File: config.mk
export PLATFORM = sky130hd
export DESIGN_NAME = pcm_fade_and_pan_envelope_unit
export DESIGN_NICKNAME = d
export VERILOG_FILES = /design/src/rtl/core/pfp_pkg.sv /design/src/rtl/core/pfp_ctrl.sv /design/src/rtl/core/pfp_dp.sv /design/src/rtl/core/pcm_fade_and_pan_envelope_unit.sv
export VERILOG_INCLUDE_DIRS = /design/src /design/src/rtl/core
export SDC_FILE = /design/constraint.sdc
export NUM_CORES = 2
export LEC_CHECK = 0
export ABC_AREA = 1
export BUFFER_PORTS_ARGS = -buffer_cell sky130_fd_sc_hd__buf_2
export CAP_MARGIN = 20
export CORE_MARGIN = 3
export CORE_UTILIZATION = 40
export CTS_CLUSTER_DIAMETER = 50
export DETAILED_ROUTE_END_ITERATION = 10
export PLACE_DENSITY = 0.6
export SYNTH_ARGS = -nofsm -noshare
export SYNTH_HDL_FRONTEND = slang
export SYNTH_SLANG_ARGS = --single-unit
export TNS_END_PERCENT = 1
File: constraint.sdc
create_clock -name clk -period 8.1 [get_ports clk]
set_input_delay 1.62 -clock clk [delete_from_list [all_inputs] [get_ports clk]]
set_output_delay 1.62 -clock clk [all_outputs]
set_load 0.01 [all_outputs]
File: src/rtl/core/assert_macros.svh
// Assertion macros shared by the envelope unit modules
`ifndef ASSERT_MACROS_SVH
`define ASSERT_MACROS_SVH
`ifndef ASSERT_OFF
`define ASSERT_IMPLIES(label, clk, rst, ante, cons) \
  label: assert property (@(posedge clk) disable iff (rst) (ante) |-> (cons)) \
    else $error("assertion failed");
`define ASSERT_NEXT(label, clk, rst, ante, cons) \
  label: assert property (@(posedge clk) disable iff (rst) (ante) |=> (cons)) \
    else $error("assertion failed");
`else
`define ASSERT_IMPLIES(label, clk, rst, ante, cons)
`define ASSERT_NEXT(label, clk, rst, ante, cons)
`endif
`endif

File: src/rtl/core/pfp_pkg.sv
// Types and constants shared by the envelope unit modules
package pfp_pkg;

  localparam int SAMPLE_W = 16;
  localparam int RAMP_W   = 24;
  localparam int COUNT_W  = 30;
  localparam int CFG_W    = 30;
  localparam int ADDR_W   = 2;
  localparam int QBITS    = 16;                 // quotient bits per divide
  localparam int STEP_W   = $clog2(QBITS);
  localparam int PROD_W   = RAMP_W + QBITS;     // |sample| * num stays below 2^39

  localparam logic [ADDR_W-1:0] REG_EFFECT_MODE  = 2'd0;
  localparam logic [ADDR_W-1:0] REG_STEREO       = 2'd1;
  localparam logic [ADDR_W-1:0] REG_RAMP_FRAMES  = 2'd2;
  localparam logic [ADDR_W-1:0] REG_TOTAL_FRAMES = 2'd3;

  localparam logic [1:0] MODE_FADE_IN  = 2'd0;
  localparam logic [1:0] MODE_FADE_OUT = 2'd1;
  localparam logic [1:0] MODE_PAN      = 2'd2;

  typedef struct packed {
    logic load;      // item accepted
    logic mul;       // form product for chan
    logic step;      // one divide step
    logic store;     // keep quotient for chan
    logic publish;   // move result to output register
    logic chan;      // 0 left, 1 right
  } pfp_cmd_t;

  typedef struct packed {
    logic scale_en;
    logic div_last;
    logic out_free;
  } pfp_status_t;

endpackage

File: src/rtl/core/pfp_ctrl.sv
// Sequencer for the envelope unit: accept, multiply, divide, publish
`include "assert_macros.svh"

module pfp_ctrl (
  input  logic                 clk,
  input  logic                 rst,
  input  logic                 in_valid,
  output logic                 in_stall,
  input  pfp_pkg::pfp_status_t status,
  output pfp_pkg::pfp_cmd_t    cmd
);

  typedef enum logic [2:0] {
    ST_IDLE,
    ST_DECIDE,
    ST_MUL,
    ST_DIV,
    ST_STORE,
    ST_FINISH
  } state_t;

  state_t state;
  logic   chan;

  always_comb begin
    cmd      = '0;
    cmd.chan = chan;
    cmd.load = in_valid && !in_stall;
    unique case (state)
      ST_MUL:    cmd.mul = 1'b1;
      ST_DIV:    cmd.step = 1'b1;
      ST_STORE:  cmd.store = 1'b1;
      ST_FINISH: cmd.publish = status.out_free;
      default:   ;
    endcase
  end

  always_ff @(posedge clk) begin
    if (rst) begin
      state    <= ST_IDLE;
      in_stall <= 1'b0;
      chan     <= 1'b0;
    end else begin
      unique case (state)
        ST_IDLE: begin
          if (in_valid && !in_stall) begin
            state    <= ST_DECIDE;
            in_stall <= 1'b1;
          end
        end
        ST_DECIDE: begin
          chan  <= 1'b0;
          state <= status.scale_en ? ST_MUL : ST_FINISH;
        end
        ST_MUL: state <= ST_DIV;
        ST_DIV: begin
          if (status.div_last) state <= ST_STORE;
        end
        ST_STORE: begin
          if (!chan) begin
            chan  <= 1'b1;
            state <= ST_MUL;
          end else begin
            state <= ST_FINISH;
          end
        end
        ST_FINISH: begin
          if (status.out_free) begin
            state    <= ST_IDLE;
            in_stall <= 1'b0;
          end
        end
        default: state <= ST_IDLE;
      endcase
    end
  end

  `ASSERT_IMPLIES(a_ready_only_idle, clk, rst, 1'b1, ((state == ST_IDLE) == !in_stall))
  `ASSERT_NEXT(a_div_then_store, clk, rst, (cmd.step && status.div_last), (state == ST_STORE))
  `ASSERT_NEXT(a_right_then_finish, clk, rst, (state == ST_STORE && chan), (state == ST_FINISH))

endmodule

File: src/rtl/core/pfp_dp.sv
// Datapath: registers, frame counters, gain decision, multiplier and divider
`include "assert_macros.svh"

module pfp_dp (
  input  logic                                  clk,
  input  logic                                  rst,
  input  logic                                  cfg_en,
  input  logic [pfp_pkg::ADDR_W-1:0]            cfg_addr,
  input  logic [pfp_pkg::CFG_W-1:0]             cfg_data,
  input  logic signed [pfp_pkg::SAMPLE_W-1:0]   left_sample,
  input  logic signed [pfp_pkg::SAMPLE_W-1:0]   right_sample,
  output logic                                  out_valid,
  input  logic                                  out_stall,
  output logic signed [pfp_pkg::SAMPLE_W-1:0]   left_out,
  output logic signed [pfp_pkg::SAMPLE_W-1:0]   right_out,
  output logic                                  mode_error,
  input  pfp_pkg::pfp_cmd_t                     cmd,
  output pfp_pkg::pfp_status_t                  status
);

  localparam int SW = pfp_pkg::SAMPLE_W;
  localparam int RW = pfp_pkg::RAMP_W;
  localparam int CW = pfp_pkg::COUNT_W;
  localparam int QB = pfp_pkg::QBITS;
  localparam int PW = pfp_pkg::PROD_W;

  // configuration
  logic [1:0]    effect_mode;
  logic          stereo;
  logic [RW-1:0] ramp_frames;
  logic [CW-1:0] total_frames;

  // frame state
  logic [CW-1:0] frames_seen;
  logic [CW-1:0] ramp_position;

  // decision for the incoming item
  logic          dec_scale;
  logic          dec_zero_l;
  logic          dec_err;
  logic          dec_bump_q;
  logic [RW-1:0] dec_num_l;
  logic [RW-1:0] dec_num_r;
  logic [CW:0]   end_sum;
  logic [CW-1:0] fade_num;

  // latched item
  logic signed [SW-1:0] sample_l;
  logic signed [SW-1:0] sample_r;
  logic [RW-1:0]        num_l;
  logic [RW-1:0]        num_r;
  logic [RW-1:0]        den;
  logic                 scale_en;
  logic                 zero_l;
  logic                 err;

  // divider
  logic signed [SW:0]           mul_s;
  logic [SW:0]                  mul_mag;
  logic [RW-1:0]                mul_num;
  logic [PW:0]                  prod;
  logic                         neg;
  logic [RW-1:0]                rem;
  logic [QB-1:0]                qsh;
  logic [pfp_pkg::STEP_W-1:0]   step_cnt;
  logic [RW:0]                  trial;
  logic                         ge;
  logic signed [SW-1:0]         quot;
  logic signed [SW-1:0]         res_l;
  logic signed [SW-1:0]         res_r;

  always_ff @(posedge clk) begin
    if (rst) begin
      effect_mode  <= pfp_pkg::MODE_FADE_IN;
      stereo       <= 1'b1;
      ramp_frames  <= '0;
      total_frames <= '0;
    end else if (cfg_en) begin
      unique case (cfg_addr)
        pfp_pkg::REG_EFFECT_MODE:  effect_mode <= cfg_data[1:0];
        pfp_pkg::REG_STEREO:       stereo <= cfg_data[0];
        pfp_pkg::REG_RAMP_FRAMES:  ramp_frames <= cfg_data[RW-1:0];
        pfp_pkg::REG_TOTAL_FRAMES: total_frames <= cfg_data[CW-1:0];
        default: ;
      endcase
    end
  end

  assign end_sum  = {1'b0, frames_seen} + (CW+1)'(ramp_frames);
  assign fade_num = total_frames - frames_seen - CW'(1);

  always_comb begin
    dec_scale  = 1'b0;
    dec_zero_l = 1'b0;
    dec_err    = 1'b0;
    dec_bump_q = 1'b0;
    dec_num_l  = ramp_position[RW-1:0];
    dec_num_r  = ramp_position[RW-1:0];
    case (effect_mode)
      pfp_pkg::MODE_FADE_IN: begin
        if (ramp_position < CW'(ramp_frames)) begin
          dec_scale  = 1'b1;
          dec_bump_q = 1'b1;
        end
      end
      pfp_pkg::MODE_FADE_OUT: begin
        if (frames_seen < total_frames && end_sum >= {1'b0, total_frames}) begin
          // ramp is nonzero here, and the numerator stays below it
          dec_scale = 1'b1;
          dec_num_l = fade_num[RW-1:0];
          dec_num_r = fade_num[RW-1:0];
        end
      end
      pfp_pkg::MODE_PAN: begin
        if (!stereo) begin
          dec_err    = 1'b1;
          dec_bump_q = 1'b1;
        end else if (frames_seen < total_frames) begin
          if (ramp_position < CW'(ramp_frames)) begin
            dec_scale  = 1'b1;
            dec_bump_q = 1'b1;
            dec_num_l  = ramp_frames - ramp_position[RW-1:0] - RW'(1);
          end else begin
            dec_zero_l = 1'b1;
          end
        end
      end
      default: ;
    endcase
  end

  // counters advance at accept; the user must hold config static while items are in flight (not enforced here)
  always_ff @(posedge clk) begin
    if (rst) begin
      frames_seen   <= '0;
      ramp_position <= '0;
    end else if (cmd.load) begin
      if (frames_seen != '1) frames_seen <= frames_seen + CW'(1);
      if (dec_bump_q && ramp_position != '1) ramp_position <= ramp_position + CW'(1);
    end
  end

  always_ff @(posedge clk) begin
    if (cmd.load) begin
      sample_l <= left_sample;
      sample_r <= stereo ? right_sample : '0;
      num_l    <= dec_num_l;
      num_r    <= dec_num_r;
      den      <= ramp_frames;
      scale_en <= dec_scale;
      zero_l   <= dec_zero_l;
      err      <= dec_err;
    end
  end

  // magnitude product, then restoring divide: quotient is known below 2^16
  assign mul_s   = cmd.chan ? {sample_r[SW-1], sample_r} : {sample_l[SW-1], sample_l};
  assign mul_mag = mul_s[SW] ? (SW+1)'(-mul_s) : (SW+1)'(mul_s);
  assign mul_num = cmd.chan ? num_r : num_l;
  assign prod    = (PW+1)'(mul_mag) * (PW+1)'(mul_num);

  assign trial = {rem, qsh[QB-1]} - {1'b0, den};
  assign ge    = !trial[RW];
  assign quot  = neg ? -$signed(qsh) : $signed(qsh);

  always_ff @(posedge clk) begin
    if (cmd.mul) begin
      neg      <= mul_s[SW];
      rem      <= prod[PW-1:QB];
      qsh      <= prod[QB-1:0];
      step_cnt <= '0;
    end else if (cmd.step) begin
      rem      <= ge ? trial[RW-1:0] : {rem[RW-2:0], qsh[QB-1]};
      qsh      <= {qsh[QB-2:0], ge};
      step_cnt <= step_cnt + pfp_pkg::STEP_W'(1);
    end
    if (cmd.store) begin
      if (cmd.chan) res_r <= quot;
      else          res_l <= quot;
    end
  end

  always_ff @(posedge clk) begin
    if (rst) begin
      out_valid <= 1'b0;
    end else if (cmd.publish) begin
      out_valid <= 1'b1;
    end else if (out_valid && !out_stall) begin
      out_valid <= 1'b0;
    end
  end

  always_ff @(posedge clk) begin
    if (cmd.publish) begin
      left_out   <= scale_en ? res_l : (zero_l ? '0 : sample_l);
      right_out  <= scale_en ? res_r : sample_r;
      mode_error <= err;
    end
  end

  assign status.scale_en = scale_en;
  assign status.div_last = (step_cnt == pfp_pkg::STEP_W'(QB - 1));
  assign status.out_free = !out_valid || !out_stall;

  `ASSERT_IMPLIES(a_rem_below_den, clk, rst, cmd.step, (rem < den))
  `ASSERT_IMPLIES(a_quot_fits, clk, rst, cmd.store, (qsh[QB-1] == 1'b0))
  `ASSERT_IMPLIES(a_den_nonzero, clk, rst, cmd.mul, (scale_en && den != '0))

endmodule

File: src/rtl/core/pcm_fade_and_pan_envelope_unit.sv
// Top level of the PCM fade and pan envelope unit
//
//  port group   dir  handshake          payload
//  in           in   in_valid/in_stall  left_sample, right_sample
//  out          out  out_valid/out_stall left_out, right_out, mode_error
//  cfg          in   cfg_en             cfg_addr, cfg_data
//
//  An item that needs scaling, from accept to output register, takes
//  one multiply and a 16-step restoring divide per channel on a shared divider.
//  An item that passes through or is zeroed skips the multiply and divide.
//  The next item is taken while the previous result waits in the output register.
//  Active-high sync reset clears config (stereo on), frame counters, handshakes.
//  A stalled output holds the finished item back only once the next one is done.

module pcm_fade_and_pan_envelope_unit (
  input  logic                                clk,
  input  logic                                rst,
  input  logic                                cfg_en,
  input  logic [pfp_pkg::ADDR_W-1:0]          cfg_addr,
  input  logic [pfp_pkg::CFG_W-1:0]           cfg_data,
  input  logic                                in_valid,
  output logic                                in_stall,
  input  logic signed [pfp_pkg::SAMPLE_W-1:0] left_sample,
  input  logic signed [pfp_pkg::SAMPLE_W-1:0] right_sample,
  output logic                                out_valid,
  input  logic                                out_stall,
  output logic signed [pfp_pkg::SAMPLE_W-1:0] left_out,
  output logic signed [pfp_pkg::SAMPLE_W-1:0] right_out,
  output logic                                mode_error
);

  pfp_pkg::pfp_cmd_t    cmd;
  pfp_pkg::pfp_status_t status;

  pfp_ctrl u_ctrl (
    .clk      (clk),
    .rst      (rst),
    .in_valid (in_valid),
    .in_stall (in_stall),
    .status   (status),
    .cmd      (cmd)
  );

  pfp_dp u_dp (
    .clk          (clk),
    .rst          (rst),
    .cfg_en       (cfg_en),
    .cfg_addr     (cfg_addr),
    .cfg_data     (cfg_data),
    .left_sample  (left_sample),
    .right_sample (right_sample),
    .out_valid    (out_valid),
    .out_stall    (out_stall),
    .left_out     (left_out),
    .right_out    (right_out),
    .mode_error   (mode_error),
    .cmd          (cmd),
    .status       (status)
  );

endmodule
# Yosys cells after proc, flatten, opt, wreduce, memory -nomap -nowiden
# Index checks and enable logic that the tools add are counted.
# W data, S select, Z words.
[word_totals]
inputBits = 69
wordCells = 129
regBits = 340
[classes]
n_reduce_logical = 27
bitwise = 1
eq_ne = 16
magnitude_cmp = 3
add_sub_neg = 11
mul = 1
mux = 43
[ops]
columns = ["op", "count"]
rows = [
  ["$mux W24", 9],
  ["$mux W16", 6],
  ["$add A30 B1 Y30 const B", 2],
  ["$ne A30 B30 Y1 const B", 2],
  ["$pmux W24 S2", 1],
  ["$sub A24 B1 Y24 const B", 2],
  ["$sub A24 B24 Y24", 2],
  ["$mul A17 B24 Y40", 1],
  ["$mux W17", 2],
  ["$add A30 B24 Y31", 1],
  ["$ge A31 B30 Y1", 1],
  ["$lt A30 B24 Y1", 1],
  ["$lt A30 B30 Y1", 1],
  ["$sub A25 B24 Y25", 1],
  ["$pmux W3 S6", 1],
  ["$neg A17 Y17", 1],
  ["$neg A16 Y16", 1],
  ["$reduce_and A2 Y1", 8],
  ["$mux W1", 15],
  ["$mux W3", 5],
  ["$reduce_and A3 Y1", 3],
  ["$reduce_bool A2 Y1", 4],
  ["$eq A2 B2 Y1 const B", 3],
  ["$eq A3 B2 Y1 const B", 2],
  ["other kinds (15)", 27],
]

# Depth between registers and ports, before layout
[logic_depth]
ltp_word = 7
ltp_mapped = 42

# By module
# From an unflattened synthesis, not the netlist that was laid out.
[unflattened]
hier_cells = 4841
area_unflattened_um2 = 36834.1
[modules_own_cells]
columns = ["mod", "area_each_um2", "cells_each", "n_inst"]
rows = [
  ["pfp_dp", 36511.3, 4790, 1],
  ["pfp_ctrl", 322.8, 51, 1],
]

# Worst setup path before layout
# OpenSTA, ideal clock, no wires.
[synth_timing]
path_type = "reg-to-reg"
start = "reg u_ctrl.chan"
end = "reg u_dp.rem[20] (data pin)"
t_arrival_ps = 6886
path_buffers = 2
stages_incl_launch_ff = 36
synth_period_minus_slack_ps = 7142
setup_slack_ps = 958
required_ps = 7843
cell_sequence = "dfxtp_1 > buf_6 > nand2_1 > o21ai_1 > ha_1 > inv_1 > nor3_1 > nor2_1 > nand2_1 > nand2_1 > inv_1 > clkbuf_1 > nand2_1 > fa_1 > fa_1 > inv_1 > fa_1 > inv_1 > fa_1 > inv_1 > fa_1 > inv_1 > fa_1 > inv_1 > ha_1 > nand2_1 > nor2_1 > nand4_1 > o211ai_1 > a21oi_1 > o21ai_0 > nand3b_1 > nand2_1 > nand2_1 > nand3_1 > nand2_1"
[synth_between]
elab_chain_cells = 5
word_cells_on_any_way = 6
[synth_rtl]
columns = ["item", "line", "rtl"]
rows = [
  ["start: declaration", "pfp_ctrl.sv:23", "logic chan;"],
  ["start signal: assignment", "pfp_ctrl.sv:42", "chan <= 1'b0;"],
  ["start signal: assignment", "pfp_ctrl.sv:52", "chan <= 1'b0;"],
  ["start signal: assignment", "pfp_ctrl.sv:61", "chan <= 1'b1;"],
  ["$mux W17", "pfp_dp.sv:157", "assign mul_s = cmd.chan ? {sample_r[SW-1], sample_r} : {sample_l[SW-1], sample_l};"],
  ["$neg A17 Y17", "pfp_dp.sv:158", "assign mul_mag = mul_s[SW] ? (SW+1)'(-mul_s) : (SW+1)'(mul_s);"],
  ["$mux W17", "pfp_dp.sv:158", ""],
  ["$mul A17 B24 Y40 *", "pfp_dp.sv:160", "assign prod = (PW+1)'(mul_mag) * (PW+1)'(mul_num);"],
  ["$mux W24 *", "pfp_dp.sv:167", "if (cmd.mul) begin"],
  ["end signal: assignment", "pfp_dp.sv:169", "rem <= prod[PW-1:QB];"],
  ["end signal: assignment", "pfp_dp.sv:173", "rem <= ge ? trial[RW-1:0] : {rem[RW-2:0], qsh[QB-1]};"],
  ["end: declaration", "pfp_dp.sv:63", "logic [RW-1:0] rem;"],
]
# Every way passes the cells marked *; elsewhere a longest branch is shown, timed or not.
# A chain may end at the register's enable or synchronous reset.

# Worst setup path in the final report
[layout_timing]
start = "reg u_dp.sample_l[4]"
end = "reg u_dp.rem[23] (data pin)"
[layout_between]
elab_chain_cells = 5
[layout_rtl]
columns = ["item", "line", "rtl"]
rows = [
  ["start: declaration", "pfp_dp.sv:48", "logic signed [SW-1:0] sample_l;"],
  ["start signal: assignment", "pfp_dp.sv:145", "sample_l <= left_sample;"],
  ["$mux W17 *", "pfp_dp.sv:157", ""],
  ["$neg A17 Y17", "pfp_dp.sv:158", ""],
  ["$mux W17 *", "pfp_dp.sv:158", ""],
  ["$mul A17 B24 Y40 *", "pfp_dp.sv:160", ""],
  ["$mux W24 *", "pfp_dp.sv:167", ""],
]
# Marked as above.

==> flow_summary.ini <==
[floorplanning]
die_x_um = 306
initial_core_util_pct = 40.5
io_pins = 104
die_h_um = 306
coreArea_um2 = 88600
std_cell_rows = 109
die_area_um2 = 93300

[critical_path]
crit_type = register to register
start_kind = register
crit_family = adder cells
cp_slowest_cell = fa_1
crit_start = u_dp.sample_l[4]
critPathArrivalTime_ns = 8.11
crit_fanout = 17
r2r_start = u_dp.sample_l[4]
max_stage_delay_ns = 0.55
crit_buf_inv = 5
endpoint_kind = register
path_common_cell = fa_1
required_ns = 8.44

[sta]
whs_ns = 0.458
period_share_pct = 95.9
worstMarginPinSlew_ns = 1.19
hold_violations = 0
tns_ns = 0
fmax_ghz = 0.129
fin_skew_ns = 0.0281
slew_violations = 0
setup_slack_ns = 0.330
setup_viol_count_final = 0
rsz0062_at_grt = yes
slew_headroom_pct = 20.0
period_minus_slack_ns = 7.77

[synth]
yosysUniqueCellTypes = 55
async_flop_share_pct = 0
synthCells = 4641
synth_seq_cells = 340
synth_edf_count = 213
ys.warnings.count = 0
synth_area_um2 = 35900
postSynthAreaPerCell_um2 = 7.73
synthFlopType = edfxtp_1
yosysSeqAreaShare_pct = 24.9

[clock_tree]
path_clk_slew_ns = 0.06
clockRootBuffer = clkbuf_16
tritoncts = built
post_cts_buffers = 0
cts_sinks = 340
cts_made_buffers = 48
htree_levels = 2
clockBufferDepth = 3
insertion_delay_ns = 0.60

[drt]
vias = 31583
wl_per_cell_um = 19.6
first_iter_violations = 2473
final_antenna_net_count = 0
avgViaCountPerCell = 5.25
drt-total-wl_um = 118000
post-route-drc-count = 0
dr.pass1.iters = 6

[global_routing]
grt-ovfl-total = 0
track_usage_pct = 25.1
grt_antenna_before_repair = 3
grt_pass1_vias = 31181
grt_pass1_wl_um = 181000
grt_max_degree = 76

[run_status]
status = finished clean

[min_path]
hold_path_class = register to register
hp-start = u_dp.err

[final_layout]
final_cell_mix = 980 x nand2_1, 837 x inv_1, 402 x nor2_1
drive_gt1_share_pct = 7.83
layout_commonest_cell = nand2_1
num-fill-cells = 9006
area.growth.synth_to_final_pct = 11.5
final_area_um2 = 40000
nNetsFinal = 5514

[placed_design]
place_congestion = 0.980
io_buffers = 103
place_worst_setup_slack_ns = 0.255
post_dp_cell_area_um2 = 38400
hpwl_um = 96300

[flow_run]
maxCapViolations = 0
-- cell type report --
cell class,instances,area [um^2],area share [%]
diodes,2,5.00,0.0125
clock buffers,60,1300,3.24
clock inverters,28,287,0.716
inverters,855,3220,8.05
multi-input cells,3330,23300,58.1
flip-flops and latches,340,8940,22.3
well taps,1165,1460,3.64
repair buffers,240,1560,3.89
-- routing by layer --
layer / GRT usage, % / vias up / routed length [um]
li1: - / 15119 / -
met1: 32.8 / 15242 / 50000
met2: 43.1 / 1005 / 56300
met3: 2.82 / 217 / 6730
met4: 9.08 / 0 / 4740
met5: 0 / - / 0
-- timing repair --
action	in CTS	in global routing
setup endpoints to repair	0	22
resized for setup	0	8
hold buffers	0	0
-- state kept, by name, indices dropped and copies added, names as in the netlist, 16 cells and up --
| register | flops |
|---|---|
| u_dp.sample_l | 16 |
| u_dp.res_l | 16 |
| u_dp.frames_seen | 30 |
| u_dp.total_frames | 30 |
| u_dp.den | 24 |
| u_dp.ramp_frames | 24 |
| u_dp.right_out | 16 |
| u_dp.num_r | 24 |
| u_dp.res_r | 16 |
| u_dp.rem | 24 |
| u_dp.ramp_position | 30 |
| u_dp.left_out | 16 |
| u_dp.qsh | 16 |
| u_dp.sample_r | 16 |
| u_dp.num_l | 24 |
-- kinds of logic after synthesis --
group                    share of synthesized area (%)
buffers and inverters                             10.6
other                                           0.0209
AO/OA/AOI/OAI                                     11.4
adder cells (fa/ha/maj)                           28.9
XOR/XNOR                                          3.81
flip-flops                                        24.9
AND/OR/NAND/NOR                                   20.3
-- synth_stat cells (44+ instances only) --
library cell / number / area share, %
nand2_1: 980 / 10
inv_1: 839 / 8.8
nor2_1: 405 / 4.2
a21oi_1: 335 / 4.7
fa_1: 332 / 19
o21ai_0: 302 / 4.2
ha_1: 298 / 10
edfxtp_1: 213 / 18
nand3_1: 177 / 2.5
dfxtp_1: 127 / 7.1
xor2_1: 103 / 2.5
clkbuf_1: 87 / 0.91
nor3_1: 71 / 0.99
xnor2_1: 53 / 1.3
nand4_1: 44 / 0.77
-- worst paths after layout --
path	to	slack, ns	cells past startpoint
worst max-delay path	u_dp.rem[23]	0.33	31
worst min-delay path	u_dp.mode_error	0.46	0
worst max register to register	u_dp.rem[23]	0.33	31
worst min register to register	u_dp.mode_error	0.46	0
-- stage by stage --
step                      utilization (%)  std cells
after floorplan                         -       4662
after global placement               43.3       5930
after detailed placement             43.3       5930
after CTS                            45.1       6018
after global routing                 45.1       6020
final                                45.1       6020
Power is not shown: default switching activity piles up to over one toggle a cycle in this logic, so the estimate is an artifact.
